`src/hw/rtl/sorted_set_merge_op_defines.svh`:
```
// Assertion macros shared by the RTL of the sorted set merge block.
// Each macro expects the signals clk and rst_n to be visible at the place of use.
`ifndef SORTED_SET_MERGE_OP_DEFINES_SVH
`define SORTED_SET_MERGE_OP_DEFINES_SVH

`ifndef ASSERT_OFF
// The condition must hold at every clock edge outside reset.
`define SSM_ASSERT(lbl, cond, msg) \
  lbl: assert property (@(posedge clk) disable iff (!rst_n) (cond)) else $error(msg);
// When the antecedent holds, the consequent must hold in the cycle after.
`define SSM_ASSERT_NEXT(lbl, ante, cons, msg) \
  lbl: assert property (@(posedge clk) disable iff (!rst_n) (ante) |=> (cons)) else $error(msg);
`else
`define SSM_ASSERT(lbl, cond, msg)
`define SSM_ASSERT_NEXT(lbl, ante, cons, msg)
`endif

`endif

```
`src/hw/rtl/ssm_pkg.sv`:
```
package ssm_pkg;

  // Maximum number of elements kept per set.
  localparam int SET_DEPTH = 32;
  localparam int ADDR_W    = (SET_DEPTH > 1) ? $clog2(SET_DEPTH) : 1;
  localparam int CNT_W     = $clog2(SET_DEPTH + 1);
  localparam int VAL_W     = 64;
  localparam int MODE_W    = 2;

  localparam logic [MODE_W-1:0] MODE_UNION     = 2'd0;
  localparam logic [MODE_W-1:0] MODE_INTERSECT = 2'd1;
  localparam logic [MODE_W-1:0] MODE_DIFF      = 2'd2;

  typedef enum logic [1:0] {
    ST_LOAD,
    ST_PRIME,
    ST_MERGE
  } ssm_state_t;

  typedef struct packed {
    logic                    set_sel;
    logic signed [VAL_W-1:0] elem_value;
    logic                    elem_last;
  } ssm_in_beat_t;

  typedef struct packed {
    logic signed [VAL_W-1:0] out_value;
    logic                    out_last;
    logic                    result_empty;
    logic                    overflow;
  } ssm_out_beat_t;

endpackage

```
`src/hw/rtl/ssm_store.sv`:
```
// Element storage for both sets: one write port shared by the sets and one
// registered read port per set.
module ssm_store (
  input  logic                                clk,
  input  logic                                wr_en,
  input  logic                                wr_sel,
  input  logic [ssm_pkg::ADDR_W-1:0]          wr_addr,
  input  logic signed [ssm_pkg::VAL_W-1:0]    wr_data,
  input  logic [ssm_pkg::ADDR_W-1:0]          rd_addr_a,
  input  logic [ssm_pkg::ADDR_W-1:0]          rd_addr_b,
  output logic signed [ssm_pkg::VAL_W-1:0]    rd_data_a,
  output logic signed [ssm_pkg::VAL_W-1:0]    rd_data_b
);

  logic signed [ssm_pkg::VAL_W-1:0] mem_a [ssm_pkg::SET_DEPTH];
  logic signed [ssm_pkg::VAL_W-1:0] mem_b [ssm_pkg::SET_DEPTH];

  always_ff @(posedge clk) begin
    if (wr_en && !wr_sel) begin
      mem_a[wr_addr] <= wr_data;
    end
    if (wr_en && wr_sel) begin
      mem_b[wr_addr] <= wr_data;
    end
    rd_data_a <= mem_a[rd_addr_a];
    rd_data_b <= mem_b[rd_addr_b];
  end

endmodule

```
`src/hw/rtl/sorted_set_merge_op.sv`:
```
// Channel   Direction  Handshake              Payload
// in_       input      start high, busy low   ssm_in_beat_t  (set_sel, elem_value, elem_last)
// out_      output     out_valid strobe       ssm_out_beat_t (out_value, out_last,
//                                                             result_empty, overflow)
// cfg_      input      cfg_valid, cfg_ready   op_mode, 2 bits
//
// Element beats load at one per cycle while the block is in its load phase.
// The beat that ends the second of the two sets starts the merge: busy is high through
// the priming state of the store read port and then through the merge steps, each of
// which advances one or both read pointers by one entry, save the step that finishes.
// At most one result beat leaves per cycle; it is shown for a single cycle and the
// receiver cannot stall it. Reset (rst_n low, synchronous) empties both sets and selects
// union; the store contents are not cleared, only the fill counts.
`include "sorted_set_merge_op_defines.svh"

module sorted_set_merge_op (
  input  logic                          clk,
  input  logic                          rst_n,
  input  logic                          start,
  output logic                          busy,
  input  ssm_pkg::ssm_in_beat_t         in_beat,
  output logic                          out_valid,
  output ssm_pkg::ssm_out_beat_t        out_beat,
  input  logic                          cfg_valid,
  output logic                          cfg_ready,
  input  logic [ssm_pkg::MODE_W-1:0]    cfg_data
);

  ssm_pkg::ssm_state_t state_r, state_nxt;

  logic [ssm_pkg::MODE_W-1:0] mode_r;

  // Fill counts, end marks and the drop flag of the operation being loaded.
  logic [ssm_pkg::CNT_W-1:0] cnt_a_r, cnt_a_nxt;
  logic [ssm_pkg::CNT_W-1:0] cnt_b_r, cnt_b_nxt;
  logic                      done_a_r, done_a_nxt;
  logic                      done_b_r, done_b_nxt;
  logic                      drop_r, drop_nxt;

  // Merge read pointers.
  logic [ssm_pkg::CNT_W-1:0] i_r, i_nxt;
  logic [ssm_pkg::CNT_W-1:0] j_r, j_nxt;

  // One result is held back so that the final one can carry the last mark.
  logic signed [ssm_pkg::VAL_W-1:0] pend_r, pend_nxt;
  logic                             pend_vld_r, pend_vld_nxt;

  logic                   out_valid_r, out_valid_nxt;
  ssm_pkg::ssm_out_beat_t out_beat_r, out_beat_nxt;

  logic                             in_accept;
  logic                             wr_en;
  logic [ssm_pkg::ADDR_W-1:0]       wr_addr;
  logic signed [ssm_pkg::VAL_W-1:0] rd_a, rd_b;
  logic                             a_avail, b_avail;
  logic                             keep_a, keep_b, keep_both;
  logic                             emit, finish;
  logic signed [ssm_pkg::VAL_W-1:0] emit_val;

  assign busy      = (state_r != ssm_pkg::ST_LOAD);
  assign cfg_ready = (state_r == ssm_pkg::ST_LOAD);
  assign in_accept = start && !busy;
  assign out_valid = out_valid_r;
  assign out_beat  = out_beat_r;

  // Mode decode. The unused code behaves as difference.
  assign keep_a    = (mode_r != ssm_pkg::MODE_INTERSECT);
  assign keep_b    = (mode_r == ssm_pkg::MODE_UNION);
  assign keep_both = (mode_r == ssm_pkg::MODE_UNION) || (mode_r == ssm_pkg::MODE_INTERSECT);

  assign a_avail = (i_r < cnt_a_r);
  assign b_avail = (j_r < cnt_b_r);

  // The read addresses follow the next pointers, so the registered read data always
  // belongs to the current pointers during the merge.
  ssm_store u_store (
    .clk       (clk),
    .wr_en     (wr_en),
    .wr_sel    (in_beat.set_sel),
    .wr_addr   (wr_addr),
    .wr_data   (in_beat.elem_value),
    .rd_addr_a (i_nxt[ssm_pkg::ADDR_W-1:0]),
    .rd_addr_b (j_nxt[ssm_pkg::ADDR_W-1:0]),
    .rd_data_a (rd_a),
    .rd_data_b (rd_b)
  );

  always_comb begin
    state_nxt     = state_r;
    cnt_a_nxt     = cnt_a_r;
    cnt_b_nxt     = cnt_b_r;
    done_a_nxt    = done_a_r;
    done_b_nxt    = done_b_r;
    drop_nxt      = drop_r;
    i_nxt         = i_r;
    j_nxt         = j_r;
    pend_nxt      = pend_r;
    pend_vld_nxt  = pend_vld_r;
    out_valid_nxt = 1'b0;
    out_beat_nxt  = out_beat_r;
    wr_en         = 1'b0;
    wr_addr       = '0;
    emit          = 1'b0;
    finish        = 1'b0;
    emit_val      = rd_a;

    unique case (state_r)
      ssm_pkg::ST_LOAD: begin
        i_nxt        = '0;
        j_nxt        = '0;
        pend_vld_nxt = 1'b0;
        if (in_accept) begin
          // A beat for a set that has already ended is ignored.
          if (!in_beat.set_sel) begin
            if (!done_a_r) begin
              if (cnt_a_r < ssm_pkg::CNT_W'(ssm_pkg::SET_DEPTH)) begin
                wr_en     = 1'b1;
                wr_addr   = cnt_a_r[ssm_pkg::ADDR_W-1:0];
                cnt_a_nxt = cnt_a_r + 1'b1;
              end else begin
                drop_nxt = 1'b1;
              end
              if (in_beat.elem_last) begin
                done_a_nxt = 1'b1;
              end
            end
          end else begin
            if (!done_b_r) begin
              if (cnt_b_r < ssm_pkg::CNT_W'(ssm_pkg::SET_DEPTH)) begin
                wr_en     = 1'b1;
                wr_addr   = cnt_b_r[ssm_pkg::ADDR_W-1:0];
                cnt_b_nxt = cnt_b_r + 1'b1;
              end else begin
                drop_nxt = 1'b1;
              end
              if (in_beat.elem_last) begin
                done_b_nxt = 1'b1;
              end
            end
          end
          if (done_a_nxt && done_b_nxt) begin
            state_nxt = ssm_pkg::ST_PRIME;
          end
        end
      end

      // The last write has landed; this cycle reads the heads of both sets.
      ssm_pkg::ST_PRIME: begin
        state_nxt = ssm_pkg::ST_MERGE;
      end

      ssm_pkg::ST_MERGE: begin
        priority if (a_avail && b_avail) begin
          if (rd_a == rd_b) begin
            emit     = keep_both;
            emit_val = rd_a;
            i_nxt    = i_r + 1'b1;
            j_nxt    = j_r + 1'b1;
          end else if (rd_a < rd_b) begin
            emit     = keep_a;
            emit_val = rd_a;
            i_nxt    = i_r + 1'b1;
          end else begin
            emit     = keep_b;
            emit_val = rd_b;
            j_nxt    = j_r + 1'b1;
          end
        end else if (a_avail && keep_a) begin
          emit     = 1'b1;
          emit_val = rd_a;
          i_nxt    = i_r + 1'b1;
        end else if (b_avail && keep_b) begin
          emit     = 1'b1;
          emit_val = rd_b;
          j_nxt    = j_r + 1'b1;
        end else begin
          finish = 1'b1;
        end

        // A new result pushes the held one out.
        if (emit) begin
          pend_nxt     = emit_val;
          pend_vld_nxt = 1'b1;
          if (pend_vld_r) begin
            out_valid_nxt             = 1'b1;
            out_beat_nxt.out_value    = pend_r;
            out_beat_nxt.out_last     = 1'b0;
            out_beat_nxt.result_empty = 1'b0;
            out_beat_nxt.overflow     = drop_r;
          end
        end

        // The held result leaves marked last; with none held, an empty beat leaves.
        if (finish) begin
          out_valid_nxt             = 1'b1;
          out_beat_nxt.out_value    = pend_vld_r ? pend_r : '0;
          out_beat_nxt.out_last     = 1'b1;
          out_beat_nxt.result_empty = !pend_vld_r;
          out_beat_nxt.overflow     = drop_r;
          pend_vld_nxt              = 1'b0;
          cnt_a_nxt                 = '0;
          cnt_b_nxt                 = '0;
          done_a_nxt                = 1'b0;
          done_b_nxt                = 1'b0;
          drop_nxt                  = 1'b0;
          state_nxt                 = ssm_pkg::ST_LOAD;
        end
      end

      default: begin
        state_nxt = ssm_pkg::ST_LOAD;
      end
    endcase
  end

  always_ff @(posedge clk) begin
    if (!rst_n) begin
      state_r     <= ssm_pkg::ST_LOAD;
      mode_r      <= ssm_pkg::MODE_UNION;
      cnt_a_r     <= '0;
      cnt_b_r     <= '0;
      done_a_r    <= 1'b0;
      done_b_r    <= 1'b0;
      drop_r      <= 1'b0;
      i_r         <= '0;
      j_r         <= '0;
      pend_vld_r  <= 1'b0;
      out_valid_r <= 1'b0;
    end else begin
      state_r     <= state_nxt;
      cnt_a_r     <= cnt_a_nxt;
      cnt_b_r     <= cnt_b_nxt;
      done_a_r    <= done_a_nxt;
      done_b_r    <= done_b_nxt;
      drop_r      <= drop_nxt;
      i_r         <= i_nxt;
      j_r         <= j_nxt;
      pend_vld_r  <= pend_vld_nxt;
      out_valid_r <= out_valid_nxt;
      if (cfg_valid && cfg_ready) begin
        mode_r <= cfg_data;
      end
    end
  end

  always_ff @(posedge clk) begin
    pend_r     <= pend_nxt;
    out_beat_r <= out_beat_nxt;
  end

  // Result beats come only out of a merge step.
  `SSM_ASSERT_NEXT(a_out_from_merge, state_r != ssm_pkg::ST_MERGE, !out_valid_r, "result beat outside merge")
  // An empty result is always the final beat.
  `SSM_ASSERT(a_empty_is_last, !(out_valid_r && out_beat_r.result_empty) || out_beat_r.out_last, "empty beat not marked last")
  // The merge pointers never run past the fill counts.
  `SSM_ASSERT(a_ptr_in_range, state_r != ssm_pkg::ST_MERGE || (i_r <= cnt_a_r && j_r <= cnt_b_r), "merge pointer past count")
  // The final beat coincides with a return to an empty load phase.
  `SSM_ASSERT(a_last_clears, !(out_valid_r && out_beat_r.out_last) || (state_r == ssm_pkg::ST_LOAD && cnt_a_r == '0 && cnt_b_r == '0 && !done_a_r && !done_b_r), "state not cleared after final beat")

endmodule

```
`config.mk`:
```
export PLATFORM = sky130hd
export DESIGN_NAME = sorted_set_merge_op
export DESIGN_NICKNAME = d
export VERILOG_FILES = /design/src/hw/rtl/ssm_pkg.sv /design/src/hw/rtl/ssm_store.sv /design/src/hw/rtl/sorted_set_merge_op.sv
export VERILOG_INCLUDE_DIRS = /design/src /design/src/hw/rtl
export SDC_FILE = /design/constraint.sdc
export NUM_CORES = 2
export LEC_CHECK = 0
export ABC_CLOCK_PERIOD_IN_PS = 6800
export BUFFER_PORTS_ARGS = -buffer_cell sky130_fd_sc_hd__buf_2
export CAP_MARGIN = 15
export CELL_PAD_IN_SITES_DETAIL_PLACEMENT = 1
export CELL_PAD_IN_SITES_GLOBAL_PLACEMENT = 2
export CORE_ASPECT_RATIO = 0.7
export CORE_MARGIN = 10
export CORE_UTILIZATION = 43
export CTS_CLUSTER_SIZE = 30
export DETAILED_ROUTE_END_ITERATION = 10
export PLACE_DENSITY = 0.75
export SYNTH_ARGS = -nofsm -noshare
export SYNTH_HDL_FRONTEND = slang
export SYNTH_SLANG_ARGS = --single-unit
```
`constraint.sdc`:
```
create_clock -name clk -period 6.8 [get_ports clk]
set_input_delay 1.02 -clock clk [delete_from_list [all_inputs] [get_ports clk]]
set_output_delay 1.02 -clock clk [all_outputs]
set_load 0.1 [all_outputs]
```
Word-level counts from Yosys, hierarchy flattened
Memory sizes are Yosys's and may differ from the RTL's. A register that Yosys moved wholly into a read port is not among the register bits.
Index checks and enable logic that the tools add are counted.

operators by class
  add/subtract/negate cells = 4
  magnitude comparators = 5
  eq/ne operators = 24
  mux-type cells = 90
  reduce and logical (&&, ||, !) cells = 29

operator list
  operator                                                          count
  64-bit 2-to-1 mux                                                 6
  67-bit 2-to-1 mux                                                 3
  6-bit 2-to-1 mux                                                  18
  64-bit equality test                                              1
  64-bit less-than comparator                                       1
  6-bit one-hot mux with 2 select lines                             4
  1-bit 2-to-1 mux                                                  44
  5-bit 2-to-1 mux                                                  7
  6-bit by 1-bit adder with 6-bit output (second input constant)    4
  3-bit != test (second input constant)                             8
  6-bit less-than comparator                                        2
  6-bit less-than comparator (second input constant)                2
  3-bit AND reduction                                               4
  6-bit AND reduction                                               2
  2-bit by 1-bit != test with 1-bit output (second input constant)  5
  2-bit != test (second input constant)                             5
  1-bit logical AND                                                 8
  4-bit != test (second input constant)                             2
  1-bit one-hot mux with 2 select lines                             4
  2-bit nonzero test                                                4
  7-bit AND reduction                                               1
  2-bit 2-to-1 mux                                                  3
  2-bit one-hot mux with 3 select lines                             1
  2-bit AND reduction                                               3
  other kinds (6)                                                   10

storage, ports and cells
  register bits = 164
  RAM bits = 4,096
  input port bits = 72
  output and inout port bits = 70
  logic and storage cells = 172
  memories = 2

memories
  name           words  bits a word  read ports  clocked after memory_dff  write ports  RTL line         RTL
  u_store.mem_a  32     64           1           1                         1            ssm_store.sv:15  logic signed [ssm_pkg::VAL_W-1:0] mem_a [ssm_pkg::SET_DEPTH];
  u_store.mem_b  32     64           1           1                         1            ssm_store.sv:16  logic signed [ssm_pkg::VAL_W-1:0] mem_b [ssm_pkg::SET_DEPTH];

Longest topological paths before layout
  depth in word-level cells = 9
  mapped depth = 20
  depth with buffers taken out = 15

Modules after synthesis
Synthesis repeated with hierarchy kept, for this count alone.

unflattened totals
  cells, all modules = 8,185
  area, all modules = 167,413.1 µm²

modules (own cells, without submodules)
  module               instances  cells an instance  area each (µm²)  sequential area each (µm²)
  ssm_store            1          7,319              158,489.5        125,560.4
  sorted_set_merge_op  1          866                8,923.6          4,594.4

Worst setup path before layout
No wires, ideal clock.

  path type = register -> register
  from = reg u_store.rd_data_b[14] in the netlist's numbering (read register of u_store.mem_b)
  to = reg out_beat_r (netlist bit out_beat[0]) (enable)
  library setup time = 0.586 ns
  arrival time = 6.819 ns
  data required time = 6.214 ns
  path slack = -0.606 ns
  stages on the path, launching flop included = 13
  buffers on the path = 0
  clock period less this slack = 7.406 ns
  cells stage by stage = dfxtp_1 > inv_1 > ha_1 > a41oi_1 > o21ai_1 > a221oi_1 > o211ai_1 > a32o_1 > o21ai_1 > nand2_1 > nor2_1 > o41ai_1 > o21ai_0

on the way
  longest elaborated chain between the ends = 7
  elaborated cells between the ends (all ways) = 8
  those cells by class = order compare: 1; eq/ne: 1; mux: 4; reduce/logical: 2

ends and longest elaborated chain
  what                                    RTL line                    RTL
  start, declared                         ssm_store.sv:12             output logic signed [ssm_pkg::VAL_W-1:0] rd_data_b
  64-bit less-than comparator             sorted_set_merge_op.sv:159  end else if (rd_a < rd_b) begin
  1-bit 2-to-1 mux                        sorted_set_merge_op.sv:159
  1-bit 2-to-1 mux *                      sorted_set_merge_op.sv:154  if (rd_a == rd_b) begin
  1-bit 2-to-1 mux *                      sorted_set_merge_op.sv:153  priority if (a_avail && b_avail) begin
  1-bit 2-to-1 mux *                      sorted_set_merge_op.sv:107  unique case (state_r)
  2-bit nonzero test (no source line) *   n/a
  3-bit AND reduction (no source line) *  n/a
  end signal, assigned                    sorted_set_merge_op.sv:248  out_beat_r <= out_beat_nxt;
  end, declared                           sorted_set_merge_op.sv:49   ssm_pkg::ssm_out_beat_t out_beat_r, out_beat_nxt;

Mark *: on every way between the ends. The rest lies on a longest branch, timed or not. The select of a mux whose other input is x is not followed.
A chain may end at the register's enable or synchronous reset.

Worst setup path in the final report
  from = reg u_store.rd_data_a[39] in the netlist's numbering (read register of u_store.mem_a)
  to = reg u_store.rd_data_a[13] in the netlist's numbering (read register of u_store.mem_a)

on the way
  longest elaborated chain between the ends = 5
  elaborated cells between the ends (all ways) = 6
  those cells by class = order compare: 1; eq/ne: 1; mux: 4

ends and longest elaborated chain
  what                                     RTL line                    RTL
  start, declared                          ssm_store.sv:11             output logic signed [ssm_pkg::VAL_W-1:0] rd_data_a,
  64-bit less-than comparator              sorted_set_merge_op.sv:159
  6-bit 2-to-1 mux                         sorted_set_merge_op.sv:159
  6-bit 2-to-1 mux *                       sorted_set_merge_op.sv:154
  6-bit 2-to-1 mux *                       sorted_set_merge_op.sv:153
  6-bit one-hot mux with 2 select lines *  sorted_set_merge_op.sv:107

Marked as above.

==> metrics.md <==
| Metric | Value |
|---|---|
| Final WL | `614000 um` |
| Setup_tns | `0 ps` |
| Site Rows | `193` |
| Overall routing resource usage | `27.9%` |
| Slew @ Worst Pin | `1270 ps` |
| DPL Wire Length | `361000 um` |
| Vias | `107000` |
| Synthesized-area fraction occupied by adder cells | `0.569%` |
| Post-Syn Nets | `11000` |
| Yosys warning total | `0` |
| Number of flops mapped to enable cells by yosys | `4227` |
| CTS root buffer | `clkbuf_16` |
| Synth Area in Simple Gates | `8.98%` |
| CP Data Required Time | `7610 ps` |
| CP Launch Type | `register` |
| Setup violations, final | `0` |
| Layout cells sized above 1 | `16.0%` |
| PD cells | `280 mW/mm2` |
| P&R area growth vs syn | `15.0%` |
| Iter 0 DRT Violations | `16000` |
| Clk_lat worst skew | `1020 ps` |
| IO buf count | `141` |
| Cell chain of the critical path | `ha_1 -> a21oi_1 -> o21ai_0 -> a221oi_1 -> o211ai_1 -> a32oi_1 -> buf_4 -> a21oi_1 -> o2111ai_1 -> and3_4 -> buf_12 -> buf_4 -> nand2_1 -> and3_1 -> a311oi_1 -> nor3_1 -> nor4_1` |
| Crit path DAT | `7460 ps` |
| Setup Buffers After CTS | `0` |
| Antenna Violating Nets Remaining | `0` |
| Leakage power | `66.0 nW` |
| Gp weighted congestion | `0.873` |
| Synth Flop Type | `edfxtp_1` |
| Die area | `0.425 mm2` |
| Worst Setup End Kind | `register` |
| Via density | `6.32` |
| Starting Density | `43.3%` |
| Worst slew margin | `14.9%` |
| IO Pins | `142` |
| Family with the most delay on the worst path | `compound AO/OA/AOI/OAI gates` |
| Max-capacitance violation count | `0` |
| Fin nets | `11400` |
| Compound-Gate Fraction of Synth Area | `4.88%` |
| Seq cells post-synth | `4388` |
| Main combinational cell family by area after synthesis | `simple AND/OR/NAND/NOR gates` |
| Worst path slowest cell | `nor4_1` |
| Peak Freq | `0.150 GHz` |
| Clk_skew | `81.9 ps` |
| Reg clk slew, reported paths | `70 ps` |
| Post-Layout Cell Count | `16900` |
| Syn_area_per_cell | `15.9 um2` |
| Register area share after synthesis | `75.9%` |
| Crit-path max cell delay | `820 ps` |
| Synth Cell Area | `0.172 mm2` |
| Clock Path Buffers | `4` |
| Final critical-path required period | `6650 ps` |
| Async SR Flop Fraction | `0%` |
| Wire per inst | `36.3 um` |
| Max-slew violation count | `0` |
| Hold WC Path Type | `in -> reg` |
| Final hold violations | `0` |
| Fillcell total | `37400` |
| Outcome | `complete, no violations` |
| Number of remaining DRC errors | `0` |
| Worst Path Buf+Inv | `3` |
| Synth Instances | `10800` |
| Total CTS buffers | `420` |
| Core ar. | `0.396 mm2` |
| Initial antenna violation count | `61` |
| First-pass GRT wire length | `846000 um` |
| Clk sinks | `4388` |
| Post-synthesis mux area share | `7.58%` |
| Vias in the first global route | `106000` |
| Crit share post-route | `97.8%` |
| Crit path max fanout | `28` |
| Xor/xnor cell area share of the yosys netlist | `0.0408%` |
| Setup CP Type | `reg -> reg` |
| TritonCTS clock tree | `yes` |
| Drt pass-1 iters | `7` |
| DIE WIDTH | `775 um` |
| RSZ-0062 raised after global routing | `no` |
| Largest net degree at the start of global routing | `89` |
| H-tree lvl count | `5` |
| Die H | `548 um` |
| Distinct cells, synth | `96` |
| Gr ovfl total | `0` |
| Placed insts | `16100` |
| Peak VDD IR | `0.000238 V` |
-- area by class of cell --
class	count	area [um2]	share of cell area (%)
flip-flops and latches	4388	130000	66.0
multi-input cells	5683	38600	19.6
clock buffers	564	11600	5.89
repair buffers	684	7450	3.78
well taps	5265	6590	3.34
clock inverters	215	2420	1.23
inverters	82	308	0.156
diodes	31	77.6	0.0393
-- cells in the mapped netlist (all sizes together) (105+ instances only) --
master,instances,share of area [%]
edfxtp,4227,74
nand2,2144,4.7
nand3,558,1.6
mux2i,546,3.2
buf,434,1.4
and3,295,1.1
a21oi,294,0.87
mux4,289,3.8
a311oi,231,1.2
clkbuf,222,0.49
dfxtp,161,1.9
nor3,149,0.46
nor2,141,0.32
o21ai,105,0.31
-- layer usage --
layer,global-route usage (%),wire [um],part of all wire (%)
met1,41.0,255000,42
met2,40.7,265000,43
met3,5.51,66100,11
met4,11.1,26900,4.4
met5,0,178,0.029
-- stage by stage --
step	util (%)	hold slack, ps	instance area (um2)	total power [mW]	setup WS (ps)
floorplan	-	409	172000	30.7	613
global placement	46.1	474	182000	31.4	-94.3
detailed placement	46.1	487	183000	31.5	343
CTS	49.6	297	197000	55.4	285
global route	49.8	322	197000	56.6	194
finish	49.8	325	197000	55.2	152
-- cell usage in the layout, fill, tap and decap left out, types with 81 or more instances in the layout --
master	count
mux2_2	90
buf_4	328
buf_12	213
clkinv_2	87
nor3_1	142
a31oi_1	98
a21oi_1	289
inv_1	81
clkbuf_16	425
edfxtp_1	4227
o21ai_0	99
nand3_1	555
mux2i_1	546
a311oi_1	229
mux4_2	289
nand2_1	2134
and3_1	292
buf_2	142
dfxtp_1	160
clkbuf_1	94
-- path summary, 6_finish.rpt --
path	startpoint	cells after the start	slack [ps]	end
max	u_store.rd_data_a[39]$_DFF_P_	17	150	u_store.rd_data_a[13]$_DFF_P_
min	cfg_data[0]	3	330	mode_r[0]$_SDFFE_PN0P_
max reg2reg	u_store.rd_data_a[39]$_DFF_P_	17	150	u_store.rd_data_a[13]$_DFF_P_
min reg2reg	drop_r$_SDFFE_PN0P_	0	490	out_beat[0]$_DFFE_PP_
-- flip-flops by register name, indices dropped and copies added, names as in the netlist, 6 cells and up --
| signal | cells |
|---|---|
| j_r | 6 |
| cnt_b_r | 6 |
| out_beat | 67 |
| i_r | 6 |
| cnt_a_r | 6 |
| u_store.mem_b | 2048 |
| u_store.rd_data_a | 64 |
| u_store.mem_a | 2048 |
| pend_r | 64 |
| u_store.rd_data_b | 64 |
-- worst min-delay path: cells and delay by family --
kind / cells / cell delay (ps)
buffers and inverters: 1 / 100
AO/OA/AOI/OAI: 1 / 70
AND/OR/NAND/NOR: 1 / 60
-- repair_timing --
item,in CTS,in global routing
setup endpoints to repair,0,3
endpoints found under the hold margin,0,0
hold buffers,0,0
resized for setup,0,2
-- report_power, final --
part / internal, mW / leakage, nW / switching [mW] / total [mW]
Clock: 13.7 / 6.87 / 10.6 / 24.3
Combinational: 0.263 / 19.7 / 0.849 / 1.11
Sequential: 29.7 / 39.4 / 0.136 / 29.9
-- logic make-up after synthesis --
kind of cell    after synthesis
flops                      4388
simple gates               3490
compound gates             1181
mux                         926
buf+inv                     738
fa+ha+maj                    78
xor+xnor                      8
No activity file was read; power rests on OpenSTA's default activity.
